## config.mk

```make
export PLATFORM = sky130hd
export DESIGN_NAME = k_stacks_shared_store_core
export DESIGN_NICKNAME = d
export VERILOG_FILES = /design/src/rtl/core/kss_pkg.sv /design/src/rtl/core/kss_ram.sv /design/src/rtl/core/kss_ptrs.sv /design/src/rtl/core/k_stacks_shared_store_core.sv
export SDC_FILE = /design/constraint.sdc
export NUM_CORES = 2
export LEC_CHECK = 0
export ABC_CLOCK_PERIOD_IN_PS = 10500
export BUFFER_PORTS_ARGS = -buffer_cell sky130_fd_sc_hd__buf_4
export CELL_PAD_IN_SITES_DETAIL_PLACEMENT = 0
export CELL_PAD_IN_SITES_GLOBAL_PLACEMENT = 1
export CORE_ASPECT_RATIO = 0.7
export CORE_MARGIN = 2
export CORE_UTILIZATION = 50
export CTS_BUF_LIST = sky130_fd_sc_hd__clkbuf_4
export DETAILED_ROUTE_END_ITERATION = 10
export PLACE_DENSITY_LB_ADDON = 0.1
export SLEW_MARGIN = 20
export SYNTH_ARGS = -nofsm -noshare
export SYNTH_HDL_FRONTEND = slang
export SYNTH_SLANG_ARGS = --single-unit
```

## constraint.sdc

```tcl
create_clock -name clock -period 10.5 [get_ports clock]
set_clock_uncertainty 0.15 [all_clocks]
set_input_delay 1.05 -clock clock [delete_from_list [all_inputs] [get_ports clock]]
set_output_delay 1.05 -clock clock [all_outputs]
set_load 0.01 [all_outputs]
```

## src/rtl/core/kss_pkg.sv

```systemverilog
// shared types and constants for the k-stacks shared store
`default_nettype none

package kss_pkg;

   localparam int NUM_STACKS = 4;
   localparam int CAPACITY   = 64;
   localparam int DATA_W     = 32;
   localparam int ID_W       = 2;
   // pointer holds a slot number or the null value CAPACITY
   localparam int PTR_W      = $clog2(CAPACITY + 1);
   localparam int ADDR_W     = $clog2(CAPACITY);
   localparam int IDX_W      = (NUM_STACKS > 1) ? $clog2(NUM_STACKS) : 1;

   localparam logic [PTR_W-1:0] NULL_PTR = PTR_W'(CAPACITY);

   typedef enum logic {
      OP_PUSH = 1'b0,
      OP_POP  = 1'b1
   } opcode_type;

   typedef enum logic [1:0] {
      STATUS_OK    = 2'd0,
      STATUS_FULL  = 2'd1,
      STATUS_EMPTY = 2'd2
   } status_type;

   typedef enum logic [1:0] {
      ST_IDLE = 2'b01,
      ST_EXEC = 2'b10
   } state_type;

   // pointer register update from the execute cycle
   typedef struct packed {
      logic             en;
      logic [IDX_W-1:0] idx;
      logic [PTR_W-1:0] top;
      logic [PTR_W-1:0] free_head;
      logic             bump_mark;
   } ptr_upd_type;

endpackage

`default_nettype wire

```

## src/rtl/core/kss_ram.sv

```systemverilog
// generic single-write, single-read ram with registered read data
`default_nettype none

module kss_ram #(
   parameter int WIDTH  = 32,
   parameter int DEPTH  = 64,
   parameter int ADDR_W = $clog2(DEPTH)
) (
   input  wire logic              clock,
   input  wire logic              wr_en,
   input  wire logic [ADDR_W-1:0] wr_addr,
   input  wire logic [WIDTH-1:0]  wr_data,
   input  wire logic              rd_en,
   input  wire logic [ADDR_W-1:0] rd_addr,
   output logic      [WIDTH-1:0]  rd_data
);

   logic [WIDTH-1:0] mem [DEPTH];

   always_ff @(posedge clock) begin
      if (wr_en) begin
         mem[wr_addr] <= wr_data;
      end
      if (rd_en) begin
         rd_data <= mem[rd_addr];
      end
   end

endmodule

`default_nettype wire

```

## src/rtl/core/kss_ptrs.sv

```systemverilog
// stack top pointers, free list head and link high-water mark
`default_nettype none

module kss_ptrs (
   input  wire logic                       clock,
   input  wire logic                       reset,
   input  wire logic [kss_pkg::IDX_W-1:0]  sel_idx,
   input  wire kss_pkg::ptr_upd_type       upd,
   output logic      [kss_pkg::PTR_W-1:0]  top_sel,
   output logic      [kss_pkg::PTR_W-1:0]  free_head,
   output logic      [kss_pkg::PTR_W-1:0]  mark
);

   logic [kss_pkg::PTR_W-1:0] tops_ff [kss_pkg::NUM_STACKS];
   logic [kss_pkg::PTR_W-1:0] tops_in [kss_pkg::NUM_STACKS];
   logic [kss_pkg::PTR_W-1:0] free_ff, free_in;
   // slots at or above the mark were never linked and still chain to slot+1
   logic [kss_pkg::PTR_W-1:0] mark_ff, mark_in;

   always_comb begin
      tops_in = tops_ff;
      free_in = free_ff;
      mark_in = mark_ff;
      if (upd.en) begin
         tops_in[upd.idx] = upd.top;
         free_in          = upd.free_head;
         if (upd.bump_mark) begin
            mark_in = mark_ff + 1'b1;
         end
      end
   end

   always_ff @(posedge clock) begin
      if (reset) begin
         for (int i = 0; i < kss_pkg::NUM_STACKS; i++) begin
            tops_ff[i] <= kss_pkg::NULL_PTR;
         end
         free_ff <= '0;
         mark_ff <= '0;
      end else begin
         tops_ff <= tops_in;
         free_ff <= free_in;
         mark_ff <= mark_in;
      end
   end

   assign top_sel   = tops_ff[sel_idx];
   assign free_head = free_ff;
   assign mark      = mark_ff;

endmodule

`default_nettype wire

```

## src/rtl/core/k_stacks_shared_store_core.sv

```systemverilog
// top level: several lifo stacks sharing one slot store chained through a link ram
//
// Each transaction has an accept cycle and an execute cycle: in the accept cycle the slot
// (free head for a push, stack top for a pop) is looked up and its link and data are read
// from the link and data rams; in the execute cycle the result is formed and the rams and
// pointers are written back. A new transaction is accepted in the cycle after the execute
// cycle, so no request is taken before the last one is through; the execute cycle is held
// while the previous result still waits in the output register. The link ram needs no
// clearing pass: a high-water mark marks slots never linked, which read as pointing to
// the next slot. The data ram is never cleared; only written slots are read.
`default_nettype none

module k_stacks_shared_store_core (
   input  wire logic        clock,
   input  wire logic        reset,
   input  wire logic        req_tvalid,
   output logic             req_tready,
   input  wire logic [39:0] req_tdata,  // stack_id[1:0], push_value[33:2], zero pad
   input  wire logic [0:0]  req_tuser,  // opcode[0]
   output logic             rsp_tvalid,
   input  wire logic        rsp_tready,
   output logic [31:0]      rsp_tdata,  // pop_value[31:0]
   output logic [1:0]       rsp_tuser   // status[1:0]
);

   localparam int PTR_W  = kss_pkg::PTR_W;
   localparam int ADDR_W = kss_pkg::ADDR_W;
   localparam int DATA_W = kss_pkg::DATA_W;
   localparam int IDX_W  = kss_pkg::IDX_W;
   localparam int ID_W   = kss_pkg::ID_W;

   kss_pkg::state_type state_ff, state_in;

   kss_pkg::opcode_type op_ff, op_in;
   logic [ID_W-1:0]   id_ff, id_in;
   logic [DATA_W-1:0] val_ff, val_in;
   logic [PTR_W-1:0]  slot_ff, slot_in;
   logic              fresh_ff, fresh_in;

   logic              rsp_valid_ff, rsp_valid_in;
   logic [1:0]        rsp_status_ff, rsp_status_in;
   logic [DATA_W-1:0] rsp_value_ff, rsp_value_in;

   kss_pkg::opcode_type req_op;
   logic [ID_W-1:0]   req_id;
   logic              accept, go;
   logic [IDX_W-1:0]  sel_idx;
   logic [PTR_W-1:0]  top_sel, free_head, mark, slot_now;
   logic [PTR_W-1:0]  link_rdata, next_link, link_wdata;
   logic [DATA_W-1:0] data_rdata;
   logic              id_ok, slot_ok, ok_push, ok_pop;
   kss_pkg::ptr_upd_type upd;

   assign req_op = kss_pkg::opcode_type'(req_tuser[0]);
   assign req_id = req_tdata[ID_W-1:0];

   assign req_tready = (state_ff == kss_pkg::ST_IDLE);
   assign accept     = req_tvalid && req_tready;
   assign go         = (state_ff == kss_pkg::ST_EXEC) && (!rsp_valid_ff || rsp_tready);

   assign sel_idx  = (state_ff == kss_pkg::ST_IDLE) ? IDX_W'(req_id) : IDX_W'(id_ff);
   assign slot_now = (req_op == kss_pkg::OP_PUSH) ? free_head : top_sel;

   kss_ptrs u_ptrs (
      .clock     (clock),
      .reset     (reset),
      .sel_idx   (sel_idx),
      .upd       (upd),
      .top_sel   (top_sel),
      .free_head (free_head),
      .mark      (mark)
   );

   // execute cycle decisions
   always_comb begin
      id_ok     = (int'(id_ff) < kss_pkg::NUM_STACKS);
      slot_ok   = (slot_ff < kss_pkg::NULL_PTR);
      ok_push   = (op_ff == kss_pkg::OP_PUSH) && id_ok && slot_ok;
      ok_pop    = (op_ff == kss_pkg::OP_POP) && id_ok && slot_ok;
      next_link = fresh_ff ? PTR_W'(slot_ff + 1'b1) : link_rdata;
      link_wdata = (op_ff == kss_pkg::OP_PUSH) ? top_sel : free_head;

      upd.en        = go && (ok_push || ok_pop);
      upd.idx       = IDX_W'(id_ff);
      upd.top       = ok_push ? slot_ff : next_link;
      upd.free_head = ok_push ? next_link : slot_ff;
      upd.bump_mark = ok_push && fresh_ff;
   end

   kss_ram #(.WIDTH(PTR_W), .DEPTH(kss_pkg::CAPACITY)) u_link_ram (
      .clock   (clock),
      .wr_en   (upd.en),
      .wr_addr (slot_ff[ADDR_W-1:0]),
      .wr_data (link_wdata),
      .rd_en   (accept),
      .rd_addr (slot_now[ADDR_W-1:0]),
      .rd_data (link_rdata)
   );

   kss_ram #(.WIDTH(DATA_W), .DEPTH(kss_pkg::CAPACITY)) u_data_ram (
      .clock   (clock),
      .wr_en   (go && ok_push),
      .wr_addr (slot_ff[ADDR_W-1:0]),
      .wr_data (val_ff),
      .rd_en   (accept),
      .rd_addr (slot_now[ADDR_W-1:0]),
      .rd_data (data_rdata)
   );

   always_comb begin
      state_in      = state_ff;
      op_in         = op_ff;
      id_in         = id_ff;
      val_in        = val_ff;
      slot_in       = slot_ff;
      fresh_in      = fresh_ff;
      rsp_valid_in  = rsp_valid_ff;
      rsp_status_in = rsp_status_ff;
      rsp_value_in  = rsp_value_ff;

      if (rsp_valid_ff && rsp_tready) begin
         rsp_valid_in = 1'b0;
      end

      unique case (state_ff)
         kss_pkg::ST_IDLE: begin
            if (accept) begin
               op_in    = req_op;
               id_in    = req_id;
               val_in   = req_tdata[ID_W +: DATA_W];
               slot_in  = slot_now;
               fresh_in = (slot_now >= mark);
               state_in = kss_pkg::ST_EXEC;
            end
         end
         kss_pkg::ST_EXEC: begin
            if (go) begin
               rsp_valid_in = 1'b1;
               if (ok_push || ok_pop) begin
                  rsp_status_in = kss_pkg::STATUS_OK;
               end else if (op_ff == kss_pkg::OP_PUSH) begin
                  rsp_status_in = kss_pkg::STATUS_FULL;
               end else begin
                  rsp_status_in = kss_pkg::STATUS_EMPTY;
               end
               if (op_ff == kss_pkg::OP_PUSH) begin
                  rsp_value_in = '0;
               end else if (ok_pop) begin
                  rsp_value_in = data_rdata;
               end else begin
                  rsp_value_in = '1;
               end
               state_in = kss_pkg::ST_IDLE;
            end
         end
         default: begin
            state_in = kss_pkg::ST_IDLE;
         end
      endcase
   end

   always_ff @(posedge clock) begin
      if (reset) begin
         state_ff     <= kss_pkg::ST_IDLE;
         rsp_valid_ff <= 1'b0;
      end else begin
         state_ff     <= state_in;
         rsp_valid_ff <= rsp_valid_in;
      end
   end

   always_ff @(posedge clock) begin
      op_ff         <= op_in;
      id_ff         <= id_in;
      val_ff        <= val_in;
      slot_ff       <= slot_in;
      fresh_ff      <= fresh_in;
      rsp_status_ff <= rsp_status_in;
      rsp_value_ff  <= rsp_value_in;
   end

   assign rsp_tvalid = rsp_valid_ff;
   assign rsp_tdata  = rsp_value_ff;
   assign rsp_tuser  = rsp_status_ff;

endmodule

`default_nettype wire
```

After elaboration in Yosys (flattened, before gate mapping)
Memories as Yosys holds them, arrays and structs flattened. A register that Yosys moved wholly into a read port is not among the register bits.
Index checks and enable logic that the tools add are counted.
- flip-flop bits (word level): 122
- bits in latches: 0
- RAM bits: 2496
- ROM bits: 0
- input bits: 45
- output and inout bits: 36
- logic and storage cells: 71
- memories kept: 2
- memory list (name ; words ; width ; read ports ; clocked after Yosys merged registers in ; write ports ; RTL line ; RTL):
    u_data_ram.mem ; 64 ; 32 ; 1 ; 1 ; 1 ; kss_ram.sv:18 ; logic [WIDTH-1:0] mem [DEPTH];
    u_link_ram.mem ; 64 ; 7 ; 1 ; 1 ; 1 ; kss_ram.sv:18 ;
- add/subtract/negate cells: 2
- $mul: 0
- divide/modulo/power cells: 0
- magnitude comparators: 5
- equal/unequal tests: 4
- shift-type cells: 0
- mux-type cells: 24
- bitwise gates (word level): 3
- reductions and logical operators: 16
- operator list (cell ; number):
    7-bit two-way mux ; 8
    32-bit two-way mux ; 1
    28-bit bitwise mux ; 1
    7-bit by 1-bit adder with 7-bit output (second input constant) ; 2
    7-bit binary-select mux with 2-bit select ; 1
    7-bit demux with 2-bit select ; 1
    1-bit logical AND ; 9
    2-bit two-way mux ; 4
    2-bit AND reduction ; 4
    7-bit >= comparator ; 1
    7-bit less-than comparator (second input constant) ; 1
    1-bit two-way mux ; 7
    3-bit >= comparator (second input constant) ; 2
    2-bit NOT with 3-bit output ; 2
    2-bit case mux with 2 select lines ; 1
    3-bit by 1-bit less-than comparator with 1-bit output (second input constant) ; 1
    2-bit by 1-bit == test with 1-bit output (second input constant) ; 1
    2-bit == test (second input constant) ; 1
    1-bit logical OR ; 2
    2-bit by 1-bit != test with 1-bit output (second input constant) ; 1
    2-bit != test (second input constant) ; 1
    1-bit logical NOT ; 1
    1-bit NOT ; 1

Longest topological paths before layout
- depth after elaboration: 8
- depth in mapped cells: 20
- depth with buffers taken out: 15

Modules after synthesis
A second synthesis with hierarchy kept.
- cell total of the unflattened synthesis: 4554
- area total of the unflattened synthesis: 101767.6 um^2
- modules (own cells, without submodules) (module ; instances ; cells each ; area each (um^2)):
    kss_ram at u_data_ram ; 1 ; 3324 ; 78835.6
    kss_ram at u_link_ram ; 1 ; 827 ; 17705.7
    k_stacks_shared_store_core ; 1 ; 239 ; 3485.8
    kss_ptrs ; 1 ; 164 ; 1740.4

Least setup slack after synthesis
OpenSTA, ideal clock, no wires.
- path kind: input to register
- start: input port rsp_tready
- end: memory u_data_ram.mem[39][0] (enable)
- setup time: 501 ps
- arrival time: 6713 ps
- data required time: 9849 ps
- slack: 3135 ps
- stages on the path: 7
- path buffers: 3
- cell sequence: nand2b_1 -> nor2b_1 -> nand2b_1 -> clkbuf_1 -> clkbuf_1 -> clkbuf_1 -> nor4_1
- longest elaborated chain between the ends: 5
- ends and longest elaborated chain (element ; RTL line ; RTL):
    start, declared ; k_stacks_shared_store_core.sv:21 ; input wire logic rsp_tready,
    1-bit logical OR ; k_stacks_shared_store_core.sv:59 ; assign go = (state_ff == kss_pkg::ST_EXEC) && (!rsp_valid_ff || rsp_tready);
    1-bit logical AND ; k_stacks_shared_store_core.sv:59 ;
    1-bit logical AND ; k_stacks_shared_store_core.sv:102 ; .wr_en (go && ok_push),
    1-bit two-way mux ; kss_ram.sv:21 ; if (wr_en) begin
    1-bit two-way mux (implied by the code) ; kss_ram.sv:22 ; mem[wr_addr] <= wr_data;
    end, declared ; kss_ram.sv:18 ;
Every way passes these cells.

Final worst setup path
- start: input port req_tdata[1]
- end: register u_data_ram.rd_data[15] (read register of u_data_ram.mem), data pin
- longest elaborated chain between the ends: 6
- ends and longest elaborated chain (element ; RTL line ; RTL):
    start, declared ; k_stacks_shared_store_core.sv:18 ; input wire logic [39:0] req_tdata,
    2-bit two-way mux ; k_stacks_shared_store_core.sv:61 ; assign sel_idx = (state_ff == kss_pkg::ST_IDLE) ? IDX_W'(req_id) : IDX_W'(id_ff);
    2-bit NOT with 3-bit output (implied by the code) ; kss_ptrs.sv:47 ; assign top_sel = tops_ff[sel_idx];
    7-bit binary-select mux with 2-bit select ; kss_ptrs.sv:47 ;
    7-bit two-way mux (implied by the code) (2 in a row) ; kss_ptrs.sv:47 ;
    7-bit two-way mux ; k_stacks_shared_store_core.sv:62 ; assign slot_now = (req_op == kss_pkg::OP_PUSH) ? free_head : top_sel;
    end, declared ; kss_ram.sv:15 ; output logic [WIDTH-1:0] rd_data
Every way passes these cells. The select of a mux whose other input is x is not followed.
A chain may end at the register's enable or synchronous reset.

==> impl_metrics.env <==
export IMPL_avgSynthCellArea_sq_um=14.0
export IMPL_max_slew_margin_pct=15.2
export IMPL_ant_nets=0
export IMPL_cp_end_kind="flip-flop"
export IMPL_netlist_area_sq_um=105000
export IMPL_yosys_area_top_type="edfxtp_1"
export IMPL_synth_seq_area_share_pct=75.6
export IMPL_cp_slowest_stage_delay_ns=0.80
export IMPL_io_pins=81
export IMPL_htree_levels=6
export IMPL_numCtsBuffers=636
export IMPL_fin_nets=8037
export IMPL_worstPathMaxFanout=53
export IMPL_pwr_share_clk_pct=40.2
export IMPL_tritoncts="yes"
export IMPL_hold_viol=0
export IMPL_maxCapViolCount=0
export IMPL_power_internal_mw=15.9
export IMPL_start_kind="input pin"
export IMPL_p_leak_nw=38.9
export IMPL_grt_usage_pct=31.5
export IMPL_cts_resized=0
export IMPL_io_buffers=74
export IMPL_drt_iter0_drc=10800
export IMPL_worstPathRequired_ns=11.29
export IMPL_start_util_pct=50.4
export IMPL_route_detailed_drc=0
export IMPL_max_freq_mhz=160
export IMPL_path_clk_slew_ns=0.06
export IMPL_grt_antenna_before_repair=20
export IMPL_grt_pass1_wl_microns=475000
export IMPL_insertion_delay_ns=1.28
export IMPL_crit_arrival_ns=7.05
export IMPL_gp_congestion=0.860
export IMPL_peakVddDrop_mv=0.115
export IMPL_die_y_microns=387
export IMPL_pwr_density_cell_nw_per_um2=174
export IMPL_crit_buf_inv=5
export IMPL_synth_edf_count=2612
export IMPL_synth_distinct_cells=69
export IMPL_synthArstFlopShare_pct=0
export IMPL_syn_num_nets=7570
export IMPL_grt_max_degree=150
export IMPL_firstDrtPassIters=6
export IMPL_via_per_inst=6.14
export IMPL_overflow=0
export IMPL_cts_sinks=2657
export IMPL_hold_path_class="in -> reg"
export IMPL_swShare_pct=21.8
export IMPL_row_count=140
export IMPL_period_share_pct=59.6
export IMPL_drt_total_wl_microns=342000
export IMPL_die_w_microns=552
export IMPL_synth_top_area_share_pct=74.8
export IMPL_seq_power_share_pct=57.5
export IMPL_area_growth_pct=11.4
export IMPL_cp_top_family="buffers and inverters"
export IMPL_combPwrFrac_pct=2.3
export IMPL_p_sw_mw=4.44
export IMPL_drive_above_1_share_pct=17.1
export IMPL_num_fill_cells=17000
export IMPL_worstPathCellList="dlygate4sd3_1 -> buf_4 -> and3b_1 -> a21o_1 -> mux2i_1 -> o221a_4 -> buf_4 -> inv_16 -> nand2_8 -> buf_4 -> a21oi_1 -> a2111oi_0 -> nor3_1 -> a31oi_1 -> nand3b_1"
export IMPL_synth_area_leaders="edfxtp_1, nand2_1, nand3_1, mux2i_1, a21oi_1"
export IMPL_finalSetupViolCount=0
export IMPL_finalMaxSlewViolations=0
export IMPL_synthCells=7516
export IMPL_vias=68500
export IMPL_cts_buffer_depth=4
export IMPL_core_sq_um=208000
export IMPL_worst_pin_slew_ns=1.26
export IMPL_outcome="complete, no violations"
export IMPL_cts_root_buf="clkbuf_4"
export IMPL_ys_ff_latch=2657
export IMPL_power_mw=20.4
export IMPL_rsz0062_at_grt="false"
export IMPL_ys_flop_type="edfxtp_1"
export IMPL_fin_tns_setup_ns=0
export IMPL_die_area_sq_um=214000
export IMPL_critPathKind="in -> reg"
export IMPL_crit_slowest_cell="a2111oi_0"
export IMPL_first_global_vias=63700
export IMPL_synth_warnings=0
export IMPL_wire_per_inst_microns=30.7
export IMPL_cpMostUsedCell="buf_4"
export IMPL_final_min_clock_period_ns=6.26
export IMPL_hpwl_microns=181000
==> timing repair <==
action / CTS / global route
hold endpoints to repair: 36 / 0
setup buffers: 0 / 0
hold buffers: 36 / 0
==> sequential cells by signal, summed over array words and instances, names as in the netlist, 7 cells and up <==
signal / flops
u_data_ram.mem: 2048
u_link_ram.mem: 448
rsp_tdata: 32
u_data_ram.rd_data: 32
val_ff: 32
u_ptrs.tops_ff: 28
slot_ff: 7
u_link_ram.rd_data: 7
u_ptrs.free_head: 7
u_ptrs.mark: 7
==> worst paths after layout <==
| check | start | endpoint | slack [ns] | cells past startpoint |
|---|---|---|---|---|
| worst max-delay path | req_tdata[1] | u_data_ram.rd_data[15] | 4.24 | 15 |
| worst min-delay path | reset | u_ptrs.tops_ff[19] | 0.13 | 2 |
| worst max register to register | state_ff[0] | u_data_ram.rd_data[15] | 4.31 | 13 |
| worst min register to register | u_ptrs.tops_ff[22] | u_ptrs.tops_ff[22] | 0.30 | 2 |
==> worst register-to-register path, delay by kind of cell (launching register included) <==
kind                   cells  cell delay (ns)
and+or+nand+nor            4             1.28
muxes                      1             0.37
AOI/OAI and AO/OA          5             2.17
DFF                        1             0.38
buffers and inverters      3             1.58
==> layout by cell type, fill, tap and decap left out, types with 15 or more instances in the layout <==
cell type      count
a2111oi_0         27
a211o_1           15
a211oi_1          24
a21oi_1          411
a22oi_1           33
a31oi_1           94
and3_1            48
buf_4            269
clkbuf_4         913
clkinv_1          88
dfxtp_1           45
dlygate4sd3_1     36
edfxtp_1        2612
inv_2             24
mux2i_1          245
mux4_2            78
nand2_1         1829
nand2b_1          19
nand3_1          712
nand4_1           21
nor2_1           222
nor2_4            59
nor3_1            88
o21ai_0          100
o221ai_1          57
o22ai_1           63
or3_1             21
==> Yosys cell counts (45+ instances only) <==
| library cell | instances |
|---|---|
| nand3_1 | 713 |
| and3_1 | 49 |
| buf_4 | 54 |
| nor2_1 | 284 |
| nor3_1 | 95 |
| clkbuf_1 | 179 |
| mux2i_1 | 246 |
| mux4_2 | 78 |
| nand2_1 | 1837 |
| a31oi_1 | 94 |
| buf_2 | 216 |
| o22ai_1 | 63 |
| edfxtp_1 | 2612 |
| o21ai_0 | 104 |
| a21oi_1 | 411 |
| dfxtp_1 | 45 |
| o221ai_1 | 57 |
==> layer usage <==
| layer | vias up | share of wire [%] | global-route usage, % | wire length (microns) |
|---|---|---|---|---|
| met1 | 34500 | 42 | 47.6 | 143000 |
| li1 | 29200 | - | - | - |
| met4 | 6 | 3.0 | 9.71 | 10200 |
| met3 | 542 | 12 | 8.02 | 42100 |
| met5 | - | 0.011 | 0 | 37 |
| met2 | 4289 | 43 | 44.9 | 146000 |
==> metrics by stage <==
step	worst slack [ns]	hold slack (ns)	util (%)	cell area, sq um	cells
3_5_place_dp	3.66	0.296	52.3	109000	10100
5_1_grt	4.18	0.0689	56.1	117000	11200
2_1_floorplan	3.14	0.280	-	105000	7516
4_1_cts	4.40	0.00500	56.1	117000	11100
3_3_place_gp	3.63	0.286	52.3	109000	10100
6_report	4.24	0.133	56.1	117000	11200
==> cells by family after synthesis <==
| logic type | after synthesis | share of synthesized area [%] |
|---|---|---|
| AO/OA/AOI/OAI | 905 | 5.25 |
| buffers and inverters | 506 | 2.33 |
| flip-flops | 2657 | 75.6 |
| XOR/XNOR | 7 | 0.0584 |
| multiplexers | 331 | 4.12 |
| adder cells (fa/ha/maj) | 9 | 0.107 |
| AND/OR/NAND/NOR | 3101 | 12.5 |
==> power by group through the flow <==
stage	logic, mW	clock network (mW)	registers (mW)
2_1_floorplan	0.160	0	12.0
3_3_place_gp	0.438	0	11.9
3_5_place_dp	0.450	0	11.9
4_1_cts	0.461	8.28	11.7
5_1_grt	0.494	8.79	11.7
6_report	0.470	8.18	11.7
==> cell type report <==
type	count	area, sq um	area share, %
Antenna cell	5	12.5	0.0107
Clock buffer	913	6850	5.86
Clock inverter	121	678	0.580
Inverter	19	121	0.104
Multi-Input combinational cell	4353	23800	20.4
Sequential cell	2657	79300	67.9
Tap cell	2769	3460	2.96
Timing Repair Buffer	316	2600	2.22
(Power assumes the default switching activity.)
